===== config.mk =====
export PLATFORM = sky130hd
export DESIGN_NAME = pid_speed_loop_hbridge_pwm
export DESIGN_NICKNAME = d
export VERILOG_FILES = /design/src/hw/rtl/psl_pkg.sv /design/src/hw/rtl/psl_state.sv /design/src/hw/rtl/psl_mac.sv /design/src/hw/rtl/psl_div.sv /design/src/hw/rtl/psl_out.sv /design/src/hw/rtl/pid_speed_loop_hbridge_pwm.sv
export VERILOG_INCLUDE_DIRS = /design/src /design/src/hw/rtl
export SDC_FILE = /design/constraint.sdc
export NUM_CORES = 2
export LEC_CHECK = 0
export BUFFER_PORTS_ARGS = -buffer_cell sky130_fd_sc_hd__buf_2
export CORE_MARGIN = 1
export CORE_UTILIZATION = 57
export DETAILED_ROUTE_END_ITERATION = 8
export GPL_ROUTABILITY_DRIVEN = 0
export PLACE_DENSITY = 0.79
export SLEW_MARGIN = 40
export SYNTH_ARGS = -nofsm -noshare
export SYNTH_HDL_FRONTEND = slang
export SYNTH_HIERARCHICAL = 1
export SYNTH_SLANG_ARGS = --single-unit

===== constraint.sdc =====
create_clock -name i_clk -period 19.1 [get_ports i_clk]
set_input_delay 0.955 -clock i_clk [delete_from_list [all_inputs] [get_ports i_clk]]
set_output_delay 0.955 -clock i_clk [all_outputs]
set_load 0.01 [all_outputs]

===== src/hw/rtl/pid_speed_loop_hbridge_pwm_defines.svh =====
// Assertion macros for the speed loop block.
`ifndef PID_SPEED_LOOP_HBRIDGE_PWM_DEFINES_SVH
`define PID_SPEED_LOOP_HBRIDGE_PWM_DEFINES_SVH

// Same-cycle implication, clocked on i_clk, off during reset.
`define PSL_ASSERT_NOW(label, ante, cons, msg) \
    label: assert property (@(posedge i_clk) disable iff (!i_rst_n) (ante) |-> (cons)) \
        else $error(msg);

// Next-cycle implication, clocked on i_clk, off during reset.
`define PSL_ASSERT_NEXT(label, ante, cons, msg) \
    label: assert property (@(posedge i_clk) disable iff (!i_rst_n) (ante) |=> (cons)) \
        else $error(msg);

`endif


===== src/hw/rtl/psl_pkg.sv =====
`default_nettype none

package psl_pkg;

    localparam int GAIN_SCALE   = 1000;
    localparam int OUTPUT_LIMIT = 999;
    localparam int MIN_OUTPUT   = 50;
    localparam int PWM_PERIOD   = 1000;
    localparam int DUTY_TOP     = PWM_PERIOD - 1;

    localparam int T_W    = 16;
    localparam int ERR_W  = 17;
    localparam int ESUM_W = 24;
    localparam int DER_W  = 18;
    localparam int GAIN_W = 16;
    localparam int LIM_W  = 10;
    localparam int IL_W   = 23;
    localparam int LTL_W  = 15;
    localparam int DRV_W  = 11;
    localparam int CMP_W  = 10;
    localparam int PER_W  = $clog2(PWM_PERIOD + 1);

    localparam int PP_W  = GAIN_W + ERR_W;
    localparam int PI_W  = GAIN_W + ESUM_W;
    localparam int PD_W  = GAIN_W + DER_W;
    localparam int SUM_W = PI_W + 1;
    localparam int ABS_W = SUM_W - 1;

    // Sums at or above this threshold divide to more than any output limit.
    localparam longint SAT_TH    = longint'(GAIN_SCALE) * longint'(OUTPUT_LIMIT + 1);
    localparam int     REC_IN_W  = $clog2(SAT_TH);
    localparam int     REC_SHIFT = REC_IN_W + $clog2(GAIN_SCALE);
    localparam longint REC_MUL   = ((longint'(1) << REC_SHIFT) + GAIN_SCALE - 1) / GAIN_SCALE;
    localparam int     REC_MUL_W = $clog2(REC_MUL + 1);
    localparam int     REC_P_W   = REC_IN_W + REC_MUL_W;
    localparam int     Q_W       = $clog2(OUTPUT_LIMIT + 2);

    localparam int NSTG = 7;

    localparam int ADDR_W = 5;
    localparam int DATA_W = 32;
    localparam logic [2:0] REG_KP   = 3'd0;
    localparam logic [2:0] REG_KI   = 3'd1;
    localparam logic [2:0] REG_KD   = 3'd2;
    localparam logic [2:0] REG_MAXS = 3'd3;
    localparam logic [2:0] REG_REV  = 3'd4;
    localparam logic [2:0] REG_ILIM = 3'd5;
    localparam logic [2:0] REG_LTL  = 3'd6;
    localparam logic [2:0] REG_LTOL = 3'd7;

    typedef struct packed {
        logic signed [GAIN_W-1:0] kp;
        logic signed [GAIN_W-1:0] ki;
        logic signed [GAIN_W-1:0] kd;
        logic [LIM_W-1:0]         duty_cap;
        logic                     reverse_drive;
        logic [IL_W-1:0]          integral_limit;
        logic [LTL_W-1:0]         low_target_limit;
        logic [LIM_W-1:0]         low_target_output_limit;
    } t_cfg;

    typedef struct packed {
        logic                    tz;
        logic                    tneg;
        logic [LIM_W-1:0]        lim;
        logic signed [ERR_W-1:0] err;
    } t_ctl;

    typedef struct packed {
        t_ctl                     ctl;
        logic signed [ESUM_W-1:0] esum;
        logic signed [DER_W-1:0]  der;
    } t_s2;

    typedef struct packed {
        t_ctl                  ctl;
        logic                  neg;
        logic                  big;
        logic [REC_IN_W-1:0]   mag;
    } t_s5;

    typedef struct packed {
        t_ctl           ctl;
        logic           neg;
        logic [Q_W-1:0] q;
    } t_s6;

    function automatic logic [LIM_W-1:0] duty_ceiling(input logic [LIM_W-1:0] cap);
        if (cap > LIM_W'(DUTY_TOP)) begin
            return LIM_W'(DUTY_TOP);
        end
        return cap;
    endfunction

endpackage

`default_nettype wire


===== src/hw/rtl/psl_state.sv =====
`default_nettype none

module psl_state (
    input  wire logic                       i_clk,
    input  wire logic                       i_rst_n,
    input  wire logic                       i_fire,
    input  wire logic signed [15:0]         i_target,
    input  wire logic signed [15:0]         i_measured,
    input  wire psl_pkg::t_cfg              i_cfg,
    output psl_pkg::t_s2                    o_s2
);
    import psl_pkg::*;

    logic signed [T_W-1:0]    r_last;
    logic signed [ESUM_W-1:0] r_esum;
    logic signed [ERR_W-1:0]  r_prior;
    logic                     r_dr;
    t_s2                      r_s2;
    t_s2                      n_s2;

    logic                     tz;
    logic                     flip;
    logic                     clr;
    logic signed [ERR_W-1:0]  t_ext;
    logic signed [ERR_W-1:0]  m_ext;
    logic signed [ERR_W-1:0]  err;
    logic signed [ESUM_W:0]   acc;
    logic signed [ESUM_W:0]   il_s;
    logic signed [ESUM_W-1:0] esum;
    logic signed [DER_W-1:0]  der;
    logic [T_W-1:0]           tabs;
    logic [LIM_W-1:0]         lim_a;
    logic [LIM_W-1:0]         lim;

    always_comb begin
        tz    = (i_target == '0);
        flip  = (!r_last[T_W-1] && (r_last != '0) && (i_target[T_W-1] || tz)) ||
                (r_last[T_W-1] && !i_target[T_W-1]);
        clr   = flip || tz;
        t_ext = ERR_W'(i_target);
        m_ext = ERR_W'(i_measured);
        err   = tz ? -m_ext : (t_ext - m_ext);

        acc  = (clr ? (ESUM_W+1)'(0) : (ESUM_W+1)'(r_esum)) + (ESUM_W+1)'(err);
        il_s = $signed({2'b00, i_cfg.integral_limit});
        if (acc > il_s) begin
            esum = ESUM_W'(il_s);
        end else if (acc < -il_s) begin
            esum = ESUM_W'(-il_s);
        end else begin
            esum = ESUM_W'(acc);
        end

        if (r_dr && !clr) begin
            der = DER_W'(err) - DER_W'(r_prior);
        end else begin
            der = '0;
        end

        lim_a = duty_ceiling(i_cfg.duty_cap);
        if (lim_a > LIM_W'(OUTPUT_LIMIT)) begin
            lim_a = LIM_W'(OUTPUT_LIMIT);
        end
        tabs = i_target[T_W-1] ? T_W'(-i_target) : T_W'(i_target);
        lim  = lim_a;
        if ((tabs <= {1'b0, i_cfg.low_target_limit}) &&
            (lim_a > i_cfg.low_target_output_limit)) begin
            lim = i_cfg.low_target_output_limit;
        end

        n_s2.ctl.tz   = tz;
        n_s2.ctl.tneg = i_target[T_W-1];
        n_s2.ctl.lim  = lim;
        n_s2.ctl.err  = err;
        n_s2.esum     = esum;
        n_s2.der      = der;
    end

    always_ff @(posedge i_clk) begin
        if (!i_rst_n) begin
            r_last  <= '0;
            r_esum  <= '0;
            r_prior <= '0;
            r_dr    <= 1'b0;
        end else if (i_fire) begin
            r_last <= i_target;
            if (tz) begin
                r_esum  <= '0;
                r_prior <= '0;
                r_dr    <= 1'b0;
            end else begin
                r_esum  <= esum;
                r_prior <= err;
                r_dr    <= 1'b1;
            end
        end
    end

    always_ff @(posedge i_clk) begin
        if (i_fire) begin
            r_s2 <= n_s2;
        end
    end

    assign o_s2 = r_s2;

endmodule

`default_nettype wire


===== src/hw/rtl/psl_mac.sv =====
`default_nettype none

module psl_mac (
    input  wire logic          i_clk,
    input  wire logic          i_en,
    input  wire psl_pkg::t_s2  i_s2,
    input  wire psl_pkg::t_cfg i_cfg,
    output psl_pkg::t_s5       o_s5
);
    import psl_pkg::*;

    logic signed [PP_W-1:0]  r_pp;
    logic signed [PI_W-1:0]  r_pi;
    logic signed [PD_W-1:0]  r_pd;
    t_ctl                    r_ctl3;
    logic signed [SUM_W-1:0] r_sum;
    t_ctl                    r_ctl4;
    t_s5                     r_s5;

    logic signed [PP_W-1:0]  n_pp;
    logic signed [PI_W-1:0]  n_pi;
    logic signed [PD_W-1:0]  n_pd;
    logic signed [SUM_W-1:0] n_sum;
    logic [ABS_W-1:0]        abs_sum;
    t_s5                     n_s5;

    always_comb begin
        n_pp  = PP_W'(i_cfg.kp) * PP_W'(i_s2.ctl.err);
        n_pi  = PI_W'(i_cfg.ki) * PI_W'(i_s2.esum);
        n_pd  = PD_W'(i_cfg.kd) * PD_W'(i_s2.der);
        n_sum = SUM_W'(r_pp) + SUM_W'(r_pi) + SUM_W'(r_pd);

        abs_sum  = r_sum[SUM_W-1] ? ABS_W'(-r_sum) : ABS_W'(r_sum);
        n_s5.ctl = r_ctl4;
        n_s5.neg = r_sum[SUM_W-1];
        n_s5.big = (abs_sum >= ABS_W'(SAT_TH));
        n_s5.mag = abs_sum[REC_IN_W-1:0];
    end

    always_ff @(posedge i_clk) begin
        if (i_en) begin
            r_pp   <= n_pp;
            r_pi   <= n_pi;
            r_pd   <= n_pd;
            r_ctl3 <= i_s2.ctl;
            r_sum  <= n_sum;
            r_ctl4 <= r_ctl3;
            r_s5   <= n_s5;
        end
    end

    assign o_s5 = r_s5;

endmodule

`default_nettype wire


===== src/hw/rtl/psl_div.sv =====
`default_nettype none

module psl_div (
    input  wire logic         i_clk,
    input  wire logic         i_en,
    input  wire psl_pkg::t_s5 i_s5,
    output psl_pkg::t_s6      o_s6
);
    import psl_pkg::*;

    t_s6                r_s6;
    t_s6                n_s6;
    logic [REC_P_W-1:0] prod;

    // Exact floor division of the sum's magnitude by the gain scale, for sums below the saturation threshold.
    always_comb begin
        prod     = REC_P_W'(i_s5.mag) * REC_P_W'(REC_MUL);
        n_s6.ctl = i_s5.ctl;
        n_s6.neg = i_s5.neg;
        n_s6.q   = i_s5.big ? Q_W'(OUTPUT_LIMIT + 1) : prod[REC_SHIFT +: Q_W];
    end

    always_ff @(posedge i_clk) begin
        if (i_en) begin
            r_s6 <= n_s6;
        end
    end

    assign o_s6 = r_s6;

endmodule

`default_nettype wire


===== src/hw/rtl/psl_out.sv =====
`default_nettype none

module psl_out (
    input  wire logic          i_clk,
    input  wire logic          i_en,
    input  wire psl_pkg::t_s6  i_s6,
    input  wire psl_pkg::t_cfg i_cfg,
    output logic signed [10:0] o_drive,
    output logic signed [16:0] o_speed_error,
    output logic [9:0]         o_in1_compare,
    output logic [9:0]         o_in2_compare
);
    import psl_pkg::*;

    logic signed [DRV_W-1:0] r_drive;
    logic signed [ERR_W-1:0] r_err;
    logic [CMP_W-1:0]        r_c1;
    logic [CMP_W-1:0]        r_c2;

    logic [Q_W-1:0]          lim;
    logic [Q_W-1:0]          mag;
    logic [LIM_W-1:0]        ceil_d;
    logic [PER_W-1:0]        pmag;
    logic [CMP_W-1:0]        active;
    logic                    map_neg;
    logic signed [DRV_W-1:0] n_drive;
    logic [CMP_W-1:0]        n_c1;
    logic [CMP_W-1:0]        n_c2;

    always_comb begin
        lim = Q_W'(i_s6.ctl.lim);
        mag = (i_s6.q > lim) ? lim : i_s6.q;
        // no reversal against the target direction
        if ((mag != '0) && (i_s6.neg != i_s6.ctl.tneg)) begin
            mag = '0;
        end
        if ((mag != '0) && (mag < Q_W'(MIN_OUTPUT))) begin
            mag = Q_W'(MIN_OUTPUT);
        end
        if (mag > lim) begin
            mag = lim;
        end
        if (i_s6.ctl.tz) begin
            mag = '0;
        end
        n_drive = i_s6.neg ? -DRV_W'(mag) : DRV_W'(mag);

        ceil_d  = duty_ceiling(i_cfg.duty_cap);
        pmag    = (PER_W'(mag) > PER_W'(ceil_d)) ? PER_W'(ceil_d) : PER_W'(mag);
        active  = CMP_W'(PER_W'(PWM_PERIOD) - pmag);
        map_neg = i_s6.neg ^ i_cfg.reverse_drive;
        if (mag == '0) begin
            n_c1 = CMP_W'(PWM_PERIOD);
            n_c2 = CMP_W'(PWM_PERIOD);
        end else if (!map_neg) begin
            n_c1 = CMP_W'(PWM_PERIOD);
            n_c2 = active;
        end else begin
            n_c1 = active;
            n_c2 = CMP_W'(PWM_PERIOD);
        end
    end

    always_ff @(posedge i_clk) begin
        if (i_en) begin
            r_drive <= n_drive;
            r_err   <= i_s6.ctl.err;
            r_c1    <= n_c1;
            r_c2    <= n_c2;
        end
    end

    assign o_drive       = r_drive;
    assign o_speed_error = r_err;
    assign o_in1_compare = r_c1;
    assign o_in2_compare = r_c2;

endmodule

`default_nettype wire


===== src/hw/rtl/pid_speed_loop_hbridge_pwm.sv =====
// PID speed loop for one H-bridge motor. Each transaction on the input channel carries a
// target and a measured speed and yields exactly one result transaction (drive, speed error
// and the two slow-decay PWM compare values), in order; a new transaction is taken every
// cycle while o_stall is low. The integral and derivative state is updated in the
// second stage, so back-to-back transactions see each other's state with no gap. The
// pipeline moves as one: while a result sits unaccepted under i_stall, o_stall is high and
// nothing advances. Registers (APB, 32-bit, byte address 4*i): kp, ki, kd, duty_cap,
// reverse_drive, integral_limit, low_target_limit, low_target_output_limit. Write them only
// while idle.
`default_nettype none

`include "pid_speed_loop_hbridge_pwm_defines.svh"

module pid_speed_loop_hbridge_pwm (
    input  wire logic                       i_clk,
    input  wire logic                       i_rst_n,
    input  wire logic                       i_valid,
    output logic                            o_stall,
    input  wire logic signed [15:0]         i_target,
    input  wire logic signed [15:0]         i_measured,
    output logic                            o_valid,
    input  wire logic                       i_stall,
    output logic signed [10:0]              o_drive,
    output logic signed [16:0]              o_speed_error,
    output logic [9:0]                      o_in1_compare,
    output logic [9:0]                      o_in2_compare,
    input  wire logic                       psel,
    input  wire logic                       penable,
    input  wire logic                       pwrite,
    input  wire logic [psl_pkg::ADDR_W-1:0] paddr,
    input  wire logic [psl_pkg::DATA_W-1:0] pwdata,
    output logic [psl_pkg::DATA_W-1:0]      prdata,
    output logic                            pready
);
    import psl_pkg::*;

    t_cfg                  r_cfg;
    logic [NSTG-1:0]       r_vld;
    logic signed [T_W-1:0] r_t;
    logic signed [T_W-1:0] r_m;

    logic                  en;
    logic                  cfg_wr;
    t_s2                   s2;
    t_s5                   s5;
    t_s6                   s6;
    logic                  stop_cmd;
    logic                  stop_ok;
    logic                  drive_ok;

    assign en      = !(r_vld[NSTG-1] && i_stall);
    assign o_stall = !en;
    assign o_valid = r_vld[NSTG-1];
    assign pready  = 1'b1;
    assign cfg_wr  = psel && penable && pwrite && pready;

    always_ff @(posedge i_clk) begin
        if (!i_rst_n) begin
            r_cfg.kp                      <= '0;
            r_cfg.ki                      <= '0;
            r_cfg.kd                      <= '0;
            r_cfg.duty_cap                <= LIM_W'(999);
            r_cfg.reverse_drive           <= 1'b0;
            r_cfg.integral_limit          <= '1;
            r_cfg.low_target_limit        <= '0;
            r_cfg.low_target_output_limit <= LIM_W'(999);
        end else if (cfg_wr) begin
            unique case (paddr[4:2])
                REG_KP:   r_cfg.kp                      <= pwdata[GAIN_W-1:0];
                REG_KI:   r_cfg.ki                      <= pwdata[GAIN_W-1:0];
                REG_KD:   r_cfg.kd                      <= pwdata[GAIN_W-1:0];
                REG_MAXS: r_cfg.duty_cap                <= pwdata[LIM_W-1:0];
                REG_REV:  r_cfg.reverse_drive           <= pwdata[0];
                REG_ILIM: r_cfg.integral_limit          <= pwdata[IL_W-1:0];
                REG_LTL:  r_cfg.low_target_limit        <= pwdata[LTL_W-1:0];
                REG_LTOL: r_cfg.low_target_output_limit <= pwdata[LIM_W-1:0];
                default: ;
            endcase
        end
    end

    always_comb begin
        unique case (paddr[4:2])
            REG_KP:   prdata = DATA_W'(r_cfg.kp);
            REG_KI:   prdata = DATA_W'(r_cfg.ki);
            REG_KD:   prdata = DATA_W'(r_cfg.kd);
            REG_MAXS: prdata = DATA_W'(r_cfg.duty_cap);
            REG_REV:  prdata = DATA_W'(r_cfg.reverse_drive);
            REG_ILIM: prdata = DATA_W'(r_cfg.integral_limit);
            REG_LTL:  prdata = DATA_W'(r_cfg.low_target_limit);
            REG_LTOL: prdata = DATA_W'(r_cfg.low_target_output_limit);
            default:  prdata = '0;
        endcase
    end

    always_ff @(posedge i_clk) begin
        if (!i_rst_n) begin
            r_vld <= '0;
        end else if (en) begin
            r_vld <= {r_vld[NSTG-2:0], i_valid};
        end
    end

    always_ff @(posedge i_clk) begin
        if (en && i_valid) begin
            r_t <= i_target;
            r_m <= i_measured;
        end
    end

    psl_state u_state (
        .i_clk      (i_clk),
        .i_rst_n    (i_rst_n),
        .i_fire     (en && r_vld[0]),
        .i_target   (r_t),
        .i_measured (r_m),
        .i_cfg      (r_cfg),
        .o_s2       (s2)
    );

    psl_mac u_mac (
        .i_clk (i_clk),
        .i_en  (en),
        .i_s2  (s2),
        .i_cfg (r_cfg),
        .o_s5  (s5)
    );

    psl_div u_div (
        .i_clk (i_clk),
        .i_en  (en),
        .i_s5  (s5),
        .o_s6  (s6)
    );

    psl_out u_out (
        .i_clk         (i_clk),
        .i_en          (en),
        .i_s6          (s6),
        .i_cfg         (r_cfg),
        .o_drive       (o_drive),
        .o_speed_error (o_speed_error),
        .o_in1_compare (o_in1_compare),
        .o_in2_compare (o_in2_compare)
    );

    assign stop_cmd = o_valid && (o_drive == '0);
    assign stop_ok  = (o_in1_compare == CMP_W'(PWM_PERIOD)) &&
                      (o_in2_compare == CMP_W'(PWM_PERIOD));
    assign drive_ok = (o_drive <= DRV_W'(OUTPUT_LIMIT)) && (o_drive >= -DRV_W'(OUTPUT_LIMIT));

    `PSL_ASSERT_NOW(a_stop_both_high, stop_cmd, stop_ok, "zero drive without stop state")
    `PSL_ASSERT_NOW(a_drive_bound, o_valid, drive_ok, "drive beyond output limit")
    `PSL_ASSERT_NOW(a_no_stall_empty, !o_valid, !o_stall, "stall with empty output")
    `PSL_ASSERT_NEXT(a_result_lands, en && r_vld[NSTG-2], o_valid, "advancing result lost")

endmodule

`default_nettype wire


==> qor_table.md <==
| Parameter | Value | Unit |
|---|---|---|
| Number of buffers on the longest clock path | 3 | - |
| Max frequency | 102.4 | MHz |
| H-tree level count | 3 | - |
| Count of flip-flops with a built-in enable after synthesis | 448 | - |
| Largest fanout on the critical path | 58 | - |
| Layout Area Growth over Synthesis | 6.066 | % |
| Arr. time, crit path | 10360 | ps |
| Synthesized netlist cell count | 7694 | - |
| Root Buffer Master | sky130_fd_sc_hd__clkbuf_16 | - |
| Number of rows created at floorplan | 132 | - |
| Routed Wire Length | 190100 | um |
| Met1 track utilization from global routing | 36.11 | % |
| Syn_nets | 9470 | - |
| Power per Cell Area | 75.01 | mW/mm^2 |
| Netlist area before placement | 0.07438 | sq mm |
| Setup TNS | 0 | ps |
| Rel. slew slack | 34.33 | % |
| Ratio of final minimum period to clock period | 51.13 | % |
| Register area share after synthesis | 22.72 | % |
| Final Max Tran Viols | 0 | - |
| Synth async-reset ratio | 0 | % |
| Die outline height | 363.2 | um |
| CP startpoint kind | flop | - |
| Pleak | 38.53 | nW |
| DP HPWL | 148700 | um |
| Layout Cell Area excl Fill | 0.07889 | sq mm |
| Placed instance area | 0.07637 | sq mm |
| Vias after detailed routing | 55470 | - |
| Nets@finish | 9460 | - |
| Slowest-stage cell, CP | sky130_fd_sc_hd__or4_4 | - |
| Number of global-route vias before repair | 58730 | - |
| Number of hold buffers added after CTS | 0 | - |
| Clock latency on the worst-skew pair | 700 | ps |
| Total count of hold-check failures in the final report | 0 | - |
| Met2 usage in global routing | 47.84 | % |
| Clock tree from TritonCTS | yes | - |
| Count of cell types in the netlist | 124 | - |
| Post-detailed-route count of antenna-violating nets | 0 | - |
| Initial core utilization | 57.45 | % |
| Remaining global-route overflow | 0 | - |
| Utilization after layout | 60.93 | % |
| IO Pins | 159 | - |
| Transition time of the tightest slew-check pin | 985.0 | ps |
| Number of detailed-route iterations in the first pass | 6 | - |
| Delay of the slowest cell on the worst path | 820 | ps |
| Violation count after the first detailed-route iteration | 4917 | - |
| Clock sink total | 620 | - |
| Via-to-Cell Ratio | 5.847 | - |
| Crit path top cell by count | sky130_fd_sc_hd__o21ai_0 | - |
| Number of cells in the design after placement | 9345 | - |
| Clock-pin slew on the worst setup and hold paths | 60 | ps |
| Crit Path Category | flop to flop | - |
| Number of setup violations in the final report | 0 | - |
| First-pass GRT wire length | 306100 | um |
| Cell class contributing the biggest share of worst-path delay | compound AO/OA/AOI/OAI gates | - |
| Hold Crit Class | flop to flop | - |
| Required time worst endpoint | 19700 | ps |
| Cts repair resizes | 0 | - |
| Number of max-cap violations | 0 | - |
| Most utilized layer in the global route result | met2 | - |
| Mean cell area of the mapped netlist | 9.668 | sq um |
| Clock skew | 62.51 | ps |
| Number of remaining DRC errors | 0 | - |
| Chip width | 363.2 | um |
| Critical Path End Type | flop | - |
| Buffers inserted during post-CTS setup optimization | 0 | - |
| Number of buffers added on ports | 146 | - |
| Buf/Inv on CP | 2 | - |
| Number of fill cells | 10440 | - |
| Number of buffers created by CTS | 73 | - |
| Largest voltage drop on the vdd net | 168.7 | uV |
| Flip-flop cell with the highest count after synthesis | sky130_fd_sc_hd__edfxtp_1 | - |
| Routed wirelength normalized by instance count | 20.04 | um |
| Total routing resource utilization after global routing | 29.51 | % |
| Fraction of met3 tracks used by global routing | 5.284 | % |
| Core area | 0.1295 | sq mm |
| Layout cell share with drive strength beyond 1 | 5.647 | % |
| Status | finished, final reports clean | - |
| Largest net degree at the start of global routing | 90 | - |
| Final critical-path required period | 9767 | ps |
| Worst Hold Margin | 406.8 | ps |
| Area enclosed by the die boundary | 0.1319 | sq mm |
| Unrepaired setup endpoints after global routing | no | - |
| Flip-flop and latch count after synthesis | 620 | - |
| Initial antenna violation count | 6 | - |
| Non-filler cells in the finished layout | 9486 | - |
| Count of synthesis-stage warnings from yosys | 6 | - |
-- placed cells by master, fill, tap and decap left out, types with 76 or more instances in the layout --
master / synthesis / routed
sky130_fd_sc_hd__ha_1: 631 / 631
sky130_fd_sc_hd__nand2_1: 931 / 930
sky130_fd_sc_hd__dfxtp_1: 172 / 155
sky130_fd_sc_hd__and2_1: 389 / 388
sky130_fd_sc_hd__nor2_1: 286 / 284
sky130_fd_sc_hd__xnor2_1: 234 / 234
sky130_fd_sc_hd__nand3_1: 117 / 117
sky130_fd_sc_hd__clkbuf_16: 0 / 76
sky130_fd_sc_hd__a21o_1: 122 / 122
sky130_fd_sc_hd__a21oi_1: 263 / 262
sky130_fd_sc_hd__nor3_1: 81 / 79
sky130_fd_sc_hd__nor2b_1: 77 / 77
sky130_fd_sc_hd__o21ai_0: 198 / 198
sky130_fd_sc_hd__fa_1: 1069 / 1069
sky130_fd_sc_hd__buf_2: 22 / 145
sky130_fd_sc_hd__edfxtp_1: 448 / 448
sky130_fd_sc_hd__inv_1: 1435 / 1435
-- cell type report --
class / instances / area, sq um / area share [%]
multi-input combinational: 5364 / 50880 / 64.49
antenna: 5 / 12.51 / 0.01586
clock inverter: 40 / 445.4 / 0.5646
sequential: 620 / 16920 / 21.44
tap: 1742 / 2180 / 2.763
inverter: 1435 / 5386 / 6.827
clock buffer: 90 / 1964 / 2.490
timing repair buffer: 190 / 1109 / 1.405
-- state kept, by name (all words and copies together), names as in the netlist, 17 cells and up --
| register | cells |
|---|---|
| r_cfg | 107 |
| u_div/o_s6 | 40 |
| u_mac/n_s5 | 29 |
| u_mac/o_s5 | 51 |
| u_mac/r_ctl3 | 29 |
| u_mac/r_pd | 34 |
| u_mac/r_pi | 40 |
| u_mac/r_pp | 33 |
| u_mac/r_sum | 41 |
| u_out/o_speed_error | 17 |
| u_state/o_s2 | 71 |
| u_state/r_esum | 24 |
| u_state/r_prior | 17 |
-- metrics by stage --
| stage | setup WS [ps] | total power [mW] |
|---|---|---|
| 6_report | 9333 | 5.918 |
| 5_1_grt | 8676 | 6.366 |
| 4_1_cts | 9286 | 5.910 |
| 3_5_place_dp | 9418 | 4.481 |
| 3_3_place_gp | 9388 | 4.340 |
| 2_1_floorplan | 7092 | 3.747 |
-- cell usage after synthesis, types with 122 or more instances --
library cell / number / area share, %
sky130_fd_sc_hd__a21oi_1: 263 / 1.8
sky130_fd_sc_hd__ha_1: 631 / 11
sky130_fd_sc_hd__clkbuf_1: 213 / 1.1
sky130_fd_sc_hd__a21o_1: 122 / 1.2
sky130_fd_sc_hd__nand2_1: 931 / 4.7
sky130_fd_sc_hd__inv_1: 1435 / 7.2
sky130_fd_sc_hd__and2_1: 389 / 3.3
sky130_fd_sc_hd__edfxtp_1: 448 / 18
sky130_fd_sc_hd__fa_1: 1069 / 29
sky130_fd_sc_hd__dfxtp_1: 172 / 4.6
sky130_fd_sc_hd__xnor2_1: 234 / 2.8
sky130_fd_sc_hd__o21ai_0: 198 / 1.3
sky130_fd_sc_hd__nor2_1: 286 / 1.4
-- metal layers --
| metal | vias up | share of wire, % |
|---|---|---|
| li1 | 24780 | - |
| met1 | 27570 | 38 |
| met2 | 2475 | 46 |
| met3 | 645 | 8.1 |
| met4 | 4 | 7.3 |
| met5 | - | 0.014 |
-- logic make-up after synthesis --
kind of cell               Yosys count  share of synthesized area [%]
and+or+nand+nor                   2191                          14.37
other                                1                       0.005042
muxes                               86                          1.186
DFF                                620                          22.72
xor gates and xnor gates           287                          3.379
adders and majority gates         1705                          39.45
buffers and inverters             1710                          8.937
AOI/OAI and AO/OA                 1094                          9.951
-- final timing paths --
path                                     start           endpoint  slack (ps)  depth (start not counted)
worst max-delay path                    r_t[1]  u_state/r_esum[9]        9330                         31
worst min-delay path            u_mac/o_s5[40]     u_div/o_s6[29]         410                          0
worst max register to register          r_t[1]  u_state/r_esum[9]        9330                         31
worst min register to register  u_mac/o_s5[40]     u_div/o_s6[29]         410                          0
-- power breakdown --
part           leakage [nW]  switching [mW]  internal [mW]  total [mW]
sequential             6.19           0.208           1.58        1.79
combinational          31.2            1.62           1.10        2.73
clock                  1.15           0.607          0.800        1.41
Note: power is estimated with default switching activity, not from simulation.
